## config.mk

```make
export PLATFORM = sky130hd
export DESIGN_NAME = char_lcd_4bit_interface
export DESIGN_NICKNAME = d
export VERILOG_FILES = /design/src/rtl/clcd_pkg.sv /design/src/rtl/char_lcd_4bit_interface.sv
export SDC_FILE = /design/constraint.sdc
export NUM_CORES = 1
export LEC_CHECK = 0
export ABC_AREA = 1
export BUFFER_PORTS_ARGS = -buffer_cell sky130_fd_sc_hd__buf_2
export CORE_UTILIZATION = 41
export CTS_CLUSTER_DIAMETER = 100
export DETAILED_ROUTE_END_ITERATION = 8
export GPL_TIMING_DRIVEN = 0
export SETUP_SLACK_MARGIN = 0.05
export SKIP_LAST_GASP = 1
export SYNTH_ARGS = -nofsm -noshare
export SYNTH_HDL_FRONTEND = slang
export SYNTH_SLANG_ARGS = --single-unit
```

## constraint.sdc

```tcl
create_clock -name clock -period 5.5 [get_ports clock]
set_clock_uncertainty 0.1 [all_clocks]
set_input_delay 0 -clock clock [delete_from_list [all_inputs] [get_ports clock]]
set_output_delay 0 -clock clock [all_outputs]
set_load 0.02 [all_outputs]
```

## src/rtl/clcd_pkg.sv

```systemverilog
package clcd_pkg;

   localparam int WAIT_BITS = 18;
   localparam int CFG_W     = 18;
   localparam int CSR_IDX_W = 3;

   typedef enum logic [1:0] {
      OP_TICK = 2'd0,
      OP_CMD  = 2'd1,
      OP_CHAR = 2'd2,
      OP_INIT = 2'd3
   } op_type;

   typedef enum logic [CSR_IDX_W-1:0] {
      REG_PULSE_TICKS = 3'd0,
      REG_POLL_LIMIT  = 3'd1,
      REG_POWER_UP    = 3'd2,
      REG_LONG_INIT   = 3'd3,
      REG_SHORT_INIT  = 3'd4,
      REG_CLEAR_WAIT  = 3'd5
   } csr_idx_type;

   typedef enum logic [4:0] {
      PH_IDLE     = 5'd0,
      PH_PU_WAIT  = 5'd1,
      PH_INI_SET  = 5'd2,
      PH_INI_HIGH = 5'd3,
      PH_INI_GAP  = 5'd4,
      PH_CLR_WAIT = 5'd5,
      PH_BR_SET   = 5'd6,
      PH_BR_HIGH  = 5'd7,
      PH_BR_LOW   = 5'd8,
      PH_BR_HIGH2 = 5'd9,
      PH_HI_SET   = 5'd10,
      PH_HI_HIGH  = 5'd11,
      PH_LO_SET   = 5'd12,
      PH_LO_HIGH  = 5'd13
   } phase_type;

   typedef struct packed {
      logic       drive;
      logic [3:0] nibble;
      logic       en;
      logic       rw;
      logic       rs;
   } pin_type;

   localparam pin_type PINS_DRIVEN = '{drive: 1'b1, nibble: 4'h0, en: 1'b0, rw: 1'b0,
                                       rs: 1'b0};
   localparam pin_type PINS_READ   = '{drive: 1'b0, nibble: 4'h0, en: 1'b0, rw: 1'b1,
                                       rs: 1'b0};

   localparam logic [7:0] CMD_FUNC_SET  = 8'h28;
   localparam logic [7:0] CMD_DISP_ON   = 8'h0C;
   localparam logic [7:0] CMD_CLEAR     = 8'h01;
   localparam logic [7:0] CMD_ENTRY     = 8'h06;
   localparam logic [3:0] NIB_WAKE      = 4'h3;
   localparam logic [3:0] NIB_FOUR_BIT  = 4'h2;

   localparam logic [2:0] STEP_FUNC_SET = 3'd4;
   localparam logic [2:0] STEP_DISP_ON  = 3'd5;
   localparam logic [2:0] STEP_CLEAR    = 3'd6;
   localparam logic [2:0] STEP_ENTRY    = 3'd7;
   localparam logic [2:0] STEP_LAST_NIB = 3'd3;

endpackage

```

## src/rtl/char_lcd_4bit_interface.sv

```systemverilog
// Character LCD sequencer, 4-bit bus.
// Each result is registered and offered in the cycle after its input transfer.
// Throughput: one item per cycle while results are taken; the sequencer state
// is updated as an item is taken; its pin levels land in the result register.
// Reset (synchronous, active high): idle, all pins low with the bus driven,
// configuration back to its defaults, result register empty.
module char_lcd_4bit_interface (
   input  logic                            clock,
   input  logic                            reset,
   input  logic                            req_valid,
   output logic                            req_ready,
   input  logic [1:0]                      req_op,
   input  logic [7:0]                      req_byte_value,
   input  logic                            req_busy_level,
   output logic                            rsp_valid,
   input  logic                            rsp_ready,
   output logic                            rsp_rs_level,
   output logic                            rsp_rw_level,
   output logic                            rsp_en_level,
   output logic [3:0]                      rsp_nibble_out,
   output logic                            rsp_drive_bus,
   output logic                            rsp_ready_res,
   output logic                            rsp_rejected,
   input  logic                            csr_we,
   input  logic [clcd_pkg::CSR_IDX_W-1:0]  csr_index,
   input  logic [clcd_pkg::CFG_W-1:0]      csr_wdata
);

   localparam int WB = clcd_pkg::WAIT_BITS;

   // configuration
   logic [7:0]                    pulse_ticks_ff;
   logic [7:0]                    poll_limit_ff;
   logic [clcd_pkg::CFG_W-1:0]    power_up_ff;
   logic [clcd_pkg::CFG_W-1:0]    long_init_ff;
   logic [clcd_pkg::CFG_W-1:0]    short_init_ff;
   logic [clcd_pkg::CFG_W-1:0]    clear_wait_ff;

   // sequencer state
   clcd_pkg::phase_type phase_ff, phase_in;
   logic [WB-1:0]       wait_ff, wait_in;
   logic [7:0]          poll_ff, poll_in;
   logic [7:0]          held_ff, held_in;
   logic [2:0]          step_ff, step_in;
   logic                sel_data_ff, sel_data_in;
   logic                busy_ff, busy_in;
   clcd_pkg::pin_type   pins_ff, pins_in;

   // result register
   logic                rsp_valid_ff;
   logic                rs_ff, rw_ff, en_ff, drive_ff, ready_ff, rej_ff;
   logic [3:0]          nib_ff;

   logic                accept;
   logic                rej_in;
   logic                start_byte;
   logic [7:0]          start_val;
   logic                start_rs;
   clcd_pkg::op_type    op;

   assign op        = clcd_pkg::op_type'(req_op);
   assign req_ready = !rsp_valid_ff || rsp_ready;
   assign accept    = req_valid && req_ready;

   always_ff @(posedge clock) begin
      if (reset) begin
         pulse_ticks_ff <= 8'd1;
         poll_limit_ff  <= 8'd200;
         power_up_ff    <= clcd_pkg::CFG_W'(150000);
         long_init_ff   <= clcd_pkg::CFG_W'(5000);
         short_init_ff  <= clcd_pkg::CFG_W'(150);
         clear_wait_ff  <= clcd_pkg::CFG_W'(2000);
      end else if (csr_we) begin
         case (csr_index)
            clcd_pkg::REG_PULSE_TICKS: pulse_ticks_ff <= csr_wdata[7:0];
            clcd_pkg::REG_POLL_LIMIT:  poll_limit_ff  <= csr_wdata[7:0];
            clcd_pkg::REG_POWER_UP:    power_up_ff    <= csr_wdata;
            clcd_pkg::REG_LONG_INIT:   long_init_ff   <= csr_wdata;
            clcd_pkg::REG_SHORT_INIT:  short_init_ff  <= csr_wdata;
            clcd_pkg::REG_CLEAR_WAIT:  clear_wait_ff  <= csr_wdata;
            default: ;
         endcase
      end
   end

   always_comb begin
      phase_in    = phase_ff;
      wait_in     = wait_ff;
      poll_in     = poll_ff;
      held_in     = held_ff;
      step_in     = step_ff;
      sel_data_in = sel_data_ff;
      busy_in     = busy_ff;
      pins_in     = pins_ff;
      rej_in      = 1'b0;
      start_byte  = 1'b0;
      start_val   = held_ff;
      start_rs    = 1'b0;

      if (op == clcd_pkg::OP_TICK) begin
         if (phase_ff != clcd_pkg::PH_IDLE) begin
            if (wait_ff > WB'(1)) begin
               wait_in = wait_ff - WB'(1);
            end else begin
               unique case (phase_ff)
                  clcd_pkg::PH_PU_WAIT: begin
                     pins_in.nibble = clcd_pkg::NIB_WAKE;
                     phase_in       = clcd_pkg::PH_INI_SET;
                     wait_in        = WB'(pulse_ticks_ff);
                  end
                  clcd_pkg::PH_INI_SET: begin
                     pins_in.en = 1'b1;
                     phase_in   = clcd_pkg::PH_INI_HIGH;
                     wait_in    = WB'(pulse_ticks_ff);
                  end
                  clcd_pkg::PH_INI_HIGH: begin
                     pins_in.en = 1'b0;
                     phase_in   = clcd_pkg::PH_INI_GAP;
                     wait_in    = (step_ff == 3'd0) ? WB'(long_init_ff) : WB'(short_init_ff);
                     step_in    = step_ff + 3'd1;
                  end
                  clcd_pkg::PH_INI_GAP: begin
                     if (step_ff < clcd_pkg::STEP_FUNC_SET) begin
                        pins_in.nibble = (step_ff == clcd_pkg::STEP_LAST_NIB) ?
                                         clcd_pkg::NIB_FOUR_BIT : clcd_pkg::NIB_WAKE;
                        phase_in       = clcd_pkg::PH_INI_SET;
                        wait_in        = WB'(pulse_ticks_ff);
                     end else begin
                        step_in    = clcd_pkg::STEP_FUNC_SET;
                        start_byte = 1'b1;
                        start_val  = clcd_pkg::CMD_FUNC_SET;
                     end
                  end
                  clcd_pkg::PH_CLR_WAIT: begin
                     step_in    = clcd_pkg::STEP_ENTRY;
                     start_byte = 1'b1;
                     start_val  = clcd_pkg::CMD_ENTRY;
                  end
                  clcd_pkg::PH_BR_SET: begin
                     pins_in.en = 1'b1;
                     phase_in   = clcd_pkg::PH_BR_HIGH;
                     wait_in    = WB'(pulse_ticks_ff);
                  end
                  clcd_pkg::PH_BR_HIGH: begin
                     busy_in    = req_busy_level;
                     pins_in.en = 1'b0;
                     phase_in   = clcd_pkg::PH_BR_LOW;
                     wait_in    = WB'(pulse_ticks_ff);
                  end
                  clcd_pkg::PH_BR_LOW: begin
                     pins_in.en = 1'b1;
                     phase_in   = clcd_pkg::PH_BR_HIGH2;
                     wait_in    = WB'(pulse_ticks_ff);
                  end
                  clcd_pkg::PH_BR_HIGH2: begin
                     // not busy, or poll budget spent: put out the high nibble
                     if (!busy_ff || poll_ff >= poll_limit_ff) begin
                        pins_in        = clcd_pkg::PINS_DRIVEN;
                        pins_in.rs     = sel_data_ff;
                        pins_in.nibble = held_ff[7:4];
                        phase_in       = clcd_pkg::PH_HI_SET;
                     end else begin
                        pins_in.en = 1'b0;
                        poll_in    = poll_ff + 8'd1;
                        phase_in   = clcd_pkg::PH_BR_SET;
                     end
                     wait_in = WB'(pulse_ticks_ff);
                  end
                  clcd_pkg::PH_HI_SET: begin
                     pins_in.en = 1'b1;
                     phase_in   = clcd_pkg::PH_HI_HIGH;
                     wait_in    = WB'(pulse_ticks_ff);
                  end
                  clcd_pkg::PH_HI_HIGH: begin
                     pins_in.en     = 1'b0;
                     pins_in.nibble = held_ff[3:0];
                     phase_in       = clcd_pkg::PH_LO_SET;
                     wait_in        = WB'(pulse_ticks_ff);
                  end
                  clcd_pkg::PH_LO_SET: begin
                     pins_in.en = 1'b1;
                     phase_in   = clcd_pkg::PH_LO_HIGH;
                     wait_in    = WB'(pulse_ticks_ff);
                  end
                  clcd_pkg::PH_LO_HIGH: begin
                     pins_in.en = 1'b0;
                     if (step_ff == clcd_pkg::STEP_FUNC_SET) begin
                        step_in    = clcd_pkg::STEP_DISP_ON;
                        start_byte = 1'b1;
                        start_val  = clcd_pkg::CMD_DISP_ON;
                     end else if (step_ff == clcd_pkg::STEP_DISP_ON) begin
                        step_in    = clcd_pkg::STEP_CLEAR;
                        start_byte = 1'b1;
                        start_val  = clcd_pkg::CMD_CLEAR;
                     end else if (step_ff == clcd_pkg::STEP_CLEAR) begin
                        phase_in = clcd_pkg::PH_CLR_WAIT;
                        wait_in  = WB'(clear_wait_ff);
                     end else begin
                        if (step_ff == clcd_pkg::STEP_ENTRY) begin
                           step_in = 3'd0;
                        end
                        phase_in = clcd_pkg::PH_IDLE;
                        wait_in  = '0;
                     end
                  end
                  default: begin
                     phase_in = clcd_pkg::PH_IDLE;
                     wait_in  = '0;
                  end
               endcase
            end
         end
      end else if (phase_ff != clcd_pkg::PH_IDLE) begin
         rej_in = 1'b1;
      end else if (op == clcd_pkg::OP_INIT) begin
         step_in  = 3'd0;
         pins_in  = clcd_pkg::PINS_DRIVEN;
         phase_in = clcd_pkg::PH_PU_WAIT;
         wait_in  = WB'(power_up_ff);
      end else begin
         start_byte = 1'b1;
         start_val  = req_byte_value;
         start_rs   = (op == clcd_pkg::OP_CHAR);
      end

      if (start_byte) begin
         held_in     = start_val;
         sel_data_in = start_rs;
         poll_in     = 8'd0;
         pins_in     = clcd_pkg::PINS_READ;
         phase_in    = clcd_pkg::PH_BR_SET;
         wait_in     = WB'(pulse_ticks_ff);
      end
   end

   always_ff @(posedge clock) begin
      if (reset) begin
         phase_ff    <= clcd_pkg::PH_IDLE;
         wait_ff     <= '0;
         poll_ff     <= 8'd0;
         held_ff     <= 8'd0;
         step_ff     <= 3'd0;
         sel_data_ff <= 1'b0;
         busy_ff     <= 1'b0;
         pins_ff     <= clcd_pkg::PINS_DRIVEN;
      end else if (accept) begin
         phase_ff    <= phase_in;
         wait_ff     <= wait_in;
         poll_ff     <= poll_in;
         held_ff     <= held_in;
         step_ff     <= step_in;
         sel_data_ff <= sel_data_in;
         busy_ff     <= busy_in;
         pins_ff     <= pins_in;
      end
   end

   always_ff @(posedge clock) begin
      if (reset) begin
         rsp_valid_ff <= 1'b0;
      end else if (accept) begin
         rsp_valid_ff <= 1'b1;
      end else if (rsp_ready) begin
         rsp_valid_ff <= 1'b0;
      end
   end

   always_ff @(posedge clock) begin
      if (accept) begin
         rs_ff    <= pins_in.rs;
         rw_ff    <= pins_in.rw;
         en_ff    <= pins_in.en;
         nib_ff   <= pins_in.drive ? pins_in.nibble : 4'h0;
         drive_ff <= pins_in.drive;
         ready_ff <= (phase_in == clcd_pkg::PH_IDLE);
         rej_ff   <= rej_in;
      end
   end

   assign rsp_valid      = rsp_valid_ff;
   assign rsp_rs_level   = rs_ff;
   assign rsp_rw_level   = rw_ff;
   assign rsp_en_level   = en_ff;
   assign rsp_nibble_out = nib_ff;
   assign rsp_drive_bus  = drive_ff;
   assign rsp_ready_res  = ready_ff;
   assign rsp_rejected   = rej_ff;

endmodule

```

==> metrics.cfg, run 1 <==
[critical_path]
worstPathRequired_ns = 5.72
crit_start = req_op[1]
cp_slowest_cell = nor3_2
path_buf_inv = 8
cp_top_family = buffers and inverters
cp_slowest_stage_delay_ns = 0.59
path_max_fanout = 10
cp_cell_sequence = dlygate4sd3_1, buf_2, inv_1, ha_1, clkbuf_1, inv_1, clkbuf_1, buf_1, ha_1, nor3_2, nand2_4, buf_6, nor2_1, nor2_1
end_kind = flip-flop
worstSetupStartpointType = input pin
crit_type = input pin to flip-flop
crit-reg2reg-launch = wait_ff[0]
arrival_ns = 3.57

[route]
wl_met1_um = 12800
first_iter_violations = 780
drt-total-wl_um = 25900
top_layer_used = met4
route.vias.total = 8381
wl_met3_um = 1520
via_per_inst = 5.10
first_pass_iters = 6
drcViolationCount = 0
wire_per_inst_um = 15.7
antenna_left = 0
met2_length_um = 11200

[power_and_ir_drop]
power_density_mw_per_mm2 = 305
ir_drop_uv = 247
p_leak_nw = 4.43
power_mw = 3.00

[grt]
grt_max_degree = 20
grt_pass1_vias = 7525
gr-total-overflow = 0
grt_pass1_wl_um = 41100
antenna_found_initial = 0
grt_usage = 0.263

[logic_synthesis]
yosys.area.top_type_share = 0.342
ys_ff_latch = 151
synth_top_area_cell = dfxtp_1
ys_async_sr_fraction = 0
yosysWarnings = 0
netlist_instances = 1257
synth_top_family_by_area = simple AND/OR/NAND/NOR gates
ys.flop_type = dfxtp_1
yosys-top-cells-count = nand2_1, nor2_1, dfxtp_1
syn_area_mm2 = 0.00826
avgSynthCellArea_um2 = 6.57
synth_mux_area_frac = 0
synth_most_common_cell = nand2_1
synth_compound_area_frac = 0.165
syn_nets = 1316
yosys.cell_types.count = 39
synthAdderAreaFrac = 0.0333
synth_edf_count = 10
ys_seq_area_frac = 0.378
synthXorXnorAreaFrac = 0.0148
synth_area_leaders = dfxtp_1, nand2_1, nor2_1, o21ai_0, inv_1
synth-simple-area-share = 0.322

[outcome]
outcome = finished, final reports clean

[timing]
setup_ws_ns = 2.16
hold_viol_final = 0
worstMarginPinSlew_ns = 0.885
finalCritPeriodShare = 0.608
max_freq_ghz = 0.299
fin_crit_ns = 3.34
rsz0062_at_grt = no
tns_ns = 0
setup_viol = 0
maxSlewHeadroom = 0.410
slew_viol_final = 0

[floorplan]
die_h_um = 144
core-area_mm2 = 0.0196
io_pins = 49
dieArea_mm2 = 0.0207
initial_core_util = 0.422
dieWidth_um = 144
num_rows = 51

[clock_tree]
clockBufferDepth = 2
cts_buffers = 17
ctsResizeCount = 0
clock_sinks = 151
root_buffer = clkbuf_16
ctsHoldBuffers = 41
cts_setup_buffers = 0
cts.clk_slew.worst_paths_ns = 0.06
cts_tree = built
htreeDepth = 4
clk_latency_ns = 0.43

[placed_design]
hpwl_um = 19600
portBuffers = 48
post-place-ws_ns = 2.25
gp_congestion = 0.940

[layout]
multiInputGateArea_mm2 = 0.00442
drive_above_1_share = 0.0893
area_growth_pct = 19.1
fin_nets = 1424
fillers = 2052
regArea_mm2 = 0.00312
num_antenna_cells = 0

[hold_path]
hold_start = csr_we
hold_path_class = input pin to flip-flop

[run]
maxCapViolations = 0

[area by class of cell]
| class | count | area share |
|---|---|---|
| well taps | 265 | 0.0337 |
| multi-input cells | 926 | 0.450 |
| plain buffers | 52 | 0.0239 |
| inverters | 128 | 0.0489 |
| clock buffers | 21 | 0.0490 |
| flip-flops and latches | 151 | 0.318 |
| repair buffers | 89 | 0.0662 |
| clock inverters | 11 | 0.0112 |
[metal layers]
metal / track usage / up-vias
met3: 0.0487 / 26
li1: - / 4285
met1: 0.380 / 3846
met5: 0 / -
met4: 0.0605 / 0
met2: 0.402 / 224
[where the power goes]
part           leakage [nW]  internal [mW]  switching [mW]  total [mW]
combinational          2.89          0.199           0.402       0.601
sequential             1.25           1.17          0.0390        1.21
clock                 0.283          0.681           0.508        1.19
[cell usage in the layout, fill, tap and decap left out, types with 3 or more instances in the layout]
cell,netlist,routed
a21oi_1,92,92
a22oi_1,3,3
a31oi_1,3,3
buf_1,6,6
buf_2,8,56
buf_6,3,3
clkbuf_1,33,34
clkbuf_16,0,18
clkinv_1,3,3
clkinvlp_4,0,3
dfxtp_1,141,141
dlygate4sd3_1,0,41
edfxtp_1,10,10
ha_1,22,22
inv_1,123,123
inv_6,0,5
nand2_1,306,306
nand2_2,4,4
nand2_4,3,3
nand3_1,83,83
nand3_2,4,4
nand4_1,10,10
nor2_1,199,199
nor2_2,7,7
nor2_4,6,6
nor3_1,6,6
o211ai_1,15,15
o21ai_0,133,133
o21bai_1,3,3
xor2_1,12,12
[worst reg2reg max path: stages (launching register included)]
cell,delay [ns]
dfxtp_1,0.32
inv_1,0.15
ha_1,0.27
inv_1,0.08
nand2_1,0.06
nand3_1,0.06
nor2_1,0.19
nand2_1,0.29
inv_1,0.20
nand4_1,0.24
a211oi_1,0.29
dlygate4sd3_1,0.58
[cell families after synthesis]
group           after synthesis
compound gates              258
fa+ha+maj                    22
xor+xnor                     14
simple gates                632
flops                       151
buf+inv                     180
[flip-flops by register name (all words and copies together), names as in the netlist, 4 cells and up]
name and count:
held_ff 8, poll_ff 8, rsp_nibble_out 4, phase_ff 5, power_up_ff 18, wait_ff 18, long_init_ff 18, poll_limit_ff 8
clear_wait_ff 18, pulse_ticks_ff 8, short_init_ff 18, pins_ff 8
[worst paths after layout]
check / end / slack, ns / cells past startpoint
worst max-delay path: wait_ff[13] / 2.16 / 14
worst min-delay path: long_init_ff[8] / 0.04 / 7
worst max register to register: busy_ff / 2.60 / 11
worst min register to register: long_init_ff[14] / 0.35 / 2
[stage by stage]
step                      cell area, um^2  cells   util  hold WS (ns)
after global placement               8830   1570  0.451         0.179
final                                9830   1643  0.502        0.0381
after global routing                 9830   1643  0.502         0.105
after floorplan                      8260   1257      -       -0.0215
after CTS                            9830   1643  0.502        0.0281
after detailed placement             8830   1570  0.451         0.185
Power figures use the tool's default switching activity.
==> run 2: changes to the inputs <==
==> constraint.sdc (replaced) <==
create_clock -name clock -period 3.23 [get_ports clock]
set_clock_uncertainty 0.1 [all_clocks]
set_input_delay 0 -clock clock [delete_from_list [all_inputs] [get_ports clock]]
set_output_delay 0 -clock clock [all_outputs]
set_load 0.02 [all_outputs]
==> metrics.cfg, run 2 (synthesized netlist as in run 1, its figures left out) <==
[hold_path]
hold_path_class = input pin to flip-flop

[outcome]
outcome = finished, final reports clean

[placed_design]
placed_cell_area_mm2 = 0.00883
place_inst = 1570
portBuffers = 48
hpwl_um = 19600
gp_congestion = 0.940

[timing]
max_freq_ghz = 0.344
hold_viol_final = 0
slew_viol_final = 0
worstMarginPinSlew_ns = 0.888
setup_viol = 0
maxSlewHeadroom = 0.408
fin_crit_ns = 2.91
rsz0062_at_grt = no
finalCritPeriodShare = 0.900

[critical_path]
worstPathRequired_ns = 3.51
crit_type = flip-flop to flip-flop
crit-reg2reg-launch = wait_ff[0]
worstSetupStartpointType = flip-flop
r2r_setup_slack_ns = 0.32
path_max_fanout = 10
end_kind = flip-flop
r2r_cells = 11
crit_start = wait_ff[0]
reg2reg_to = busy_ff
endpoint = busy_ff
arrival_ns = 3.18

[route]
drt-total-wl_um = 25900
antenna_left = 0
first_pass_iters = 6
via_per_inst = 5.10
first_iter_violations = 759
route.vias.total = 8384
drcViolationCount = 0
wire_per_inst_um = 15.7

[floorplan]
num_rows = 51
die_h_um = 144
io_pins = 49
initial_core_util = 0.422
dieWidth_um = 144
core-area_mm2 = 0.0196
dieArea_mm2 = 0.0207

[run]
maxCapViolations = 0

[grt]
gr-total-overflow = 0
grt_pass1_vias = 7525
grt_max_degree = 20
antenna_found_initial = 0
grt_pass1_wl_um = 41100
grt_usage = 0.263

[layout]
area_growth_pct = 19.1
fillers = 2052
fin_util = 0.502
num_antenna_cells = 0
final_cell_mix = nand2_1, nor2_1, dfxtp_1
instances_no_fill = 1643
fin_area_mm2 = 0.00983
drive_above_1_share = 0.0893
layout_commonest_cell = nand2_1
fin_nets = 1424

[clock_tree]
htreeDepth = 4
cts_tree = built
clock_sinks = 151
clk_latency_ns = 0.43
root_buffer = clkbuf_16
cts_buffers = 17
cts.clk_slew.worst_paths_ns = 0.07
clockBufferDepth = 2
cts_setup_buffers = 0

[power_and_ir_drop]
ir_drop_uv = 421
p_leak_nw = 4.43
power_density_mw_per_mm2 = 519

==> run 2: how the worst min path moves through the flow <==
stage,cells past startpoint,startpoint,end,slack (ns)
after floorplan,1,reset,busy_ff,-0.02
after global placement,3,csr_wdata[12],long_init_ff[12],0.18
after detailed placement,3,csr_wdata[12],long_init_ff[12],0.19
after CTS,7,csr_we,long_init_ff[8],0.03
after global routing,6,csr_we,poll_limit_ff[6],0.11
final,7,csr_we,long_init_ff[8],0.04
==> run 2: through the flow <==
stage          TNS, ns  hold WS (ns)  total power [mW]  setup slack [ns]
2_1_floorplan        0       -0.0215              2.77             0.708
3_3_place_gp   -0.0243         0.179              3.06           -0.0243
3_5_place_dp   -0.0240         0.185              3.06           -0.0157
4_1_cts              0        0.0281              5.11             0.415
5_1_grt              0         0.105              5.34            0.0868
6_report             0        0.0379              5.10             0.324
==> run 2: repair_timing <==
item	4_1_cts	5_1_grt
hold endpoints to repair	107	0
resized for setup	0	0
hold buffers	41	0
==> run 2: metal layers <==
layer  track usage  wire [um]  vias to the layer above
li1              -          -                     4283
met4        0.0605        335                        0
met3        0.0487       1520                       26
met2         0.402      11200                      230
met1         0.380      12800                     3845
met5             0          0                        -
==> run 2: power by group <==
part | internal, mW | switching, mW
Sequential | 1.99 | 0.0665
Clock | 1.16 | 0.866
Combinational | 0.338 | 0.684
==> run 2: final cells by class <==
cell class	instances	area [um^2]	share of cell area
buffer	52	235	0.0239
clock buffer	21	482	0.0490
clock inverter	11	110	0.0112
inverter	128	480	0.0489
multi-input combinational	926	4420	0.450
sequential	151	3120	0.318
tap	265	332	0.0337
timing repair buffer	89	651	0.0662
==> run 2: worst max-delay path: stages, from the launching register on <==
cell	delay (ns)
dfxtp_1	0.32
inv_1	0.15
ha_1	0.27
inv_1	0.08
nand2_1	0.06
nand3_1	0.06
nor2_1	0.19
nand2_1	0.29
inv_1	0.20
nand4_1	0.24
a211oi_1	0.29
dlygate4sd3_1	0.58
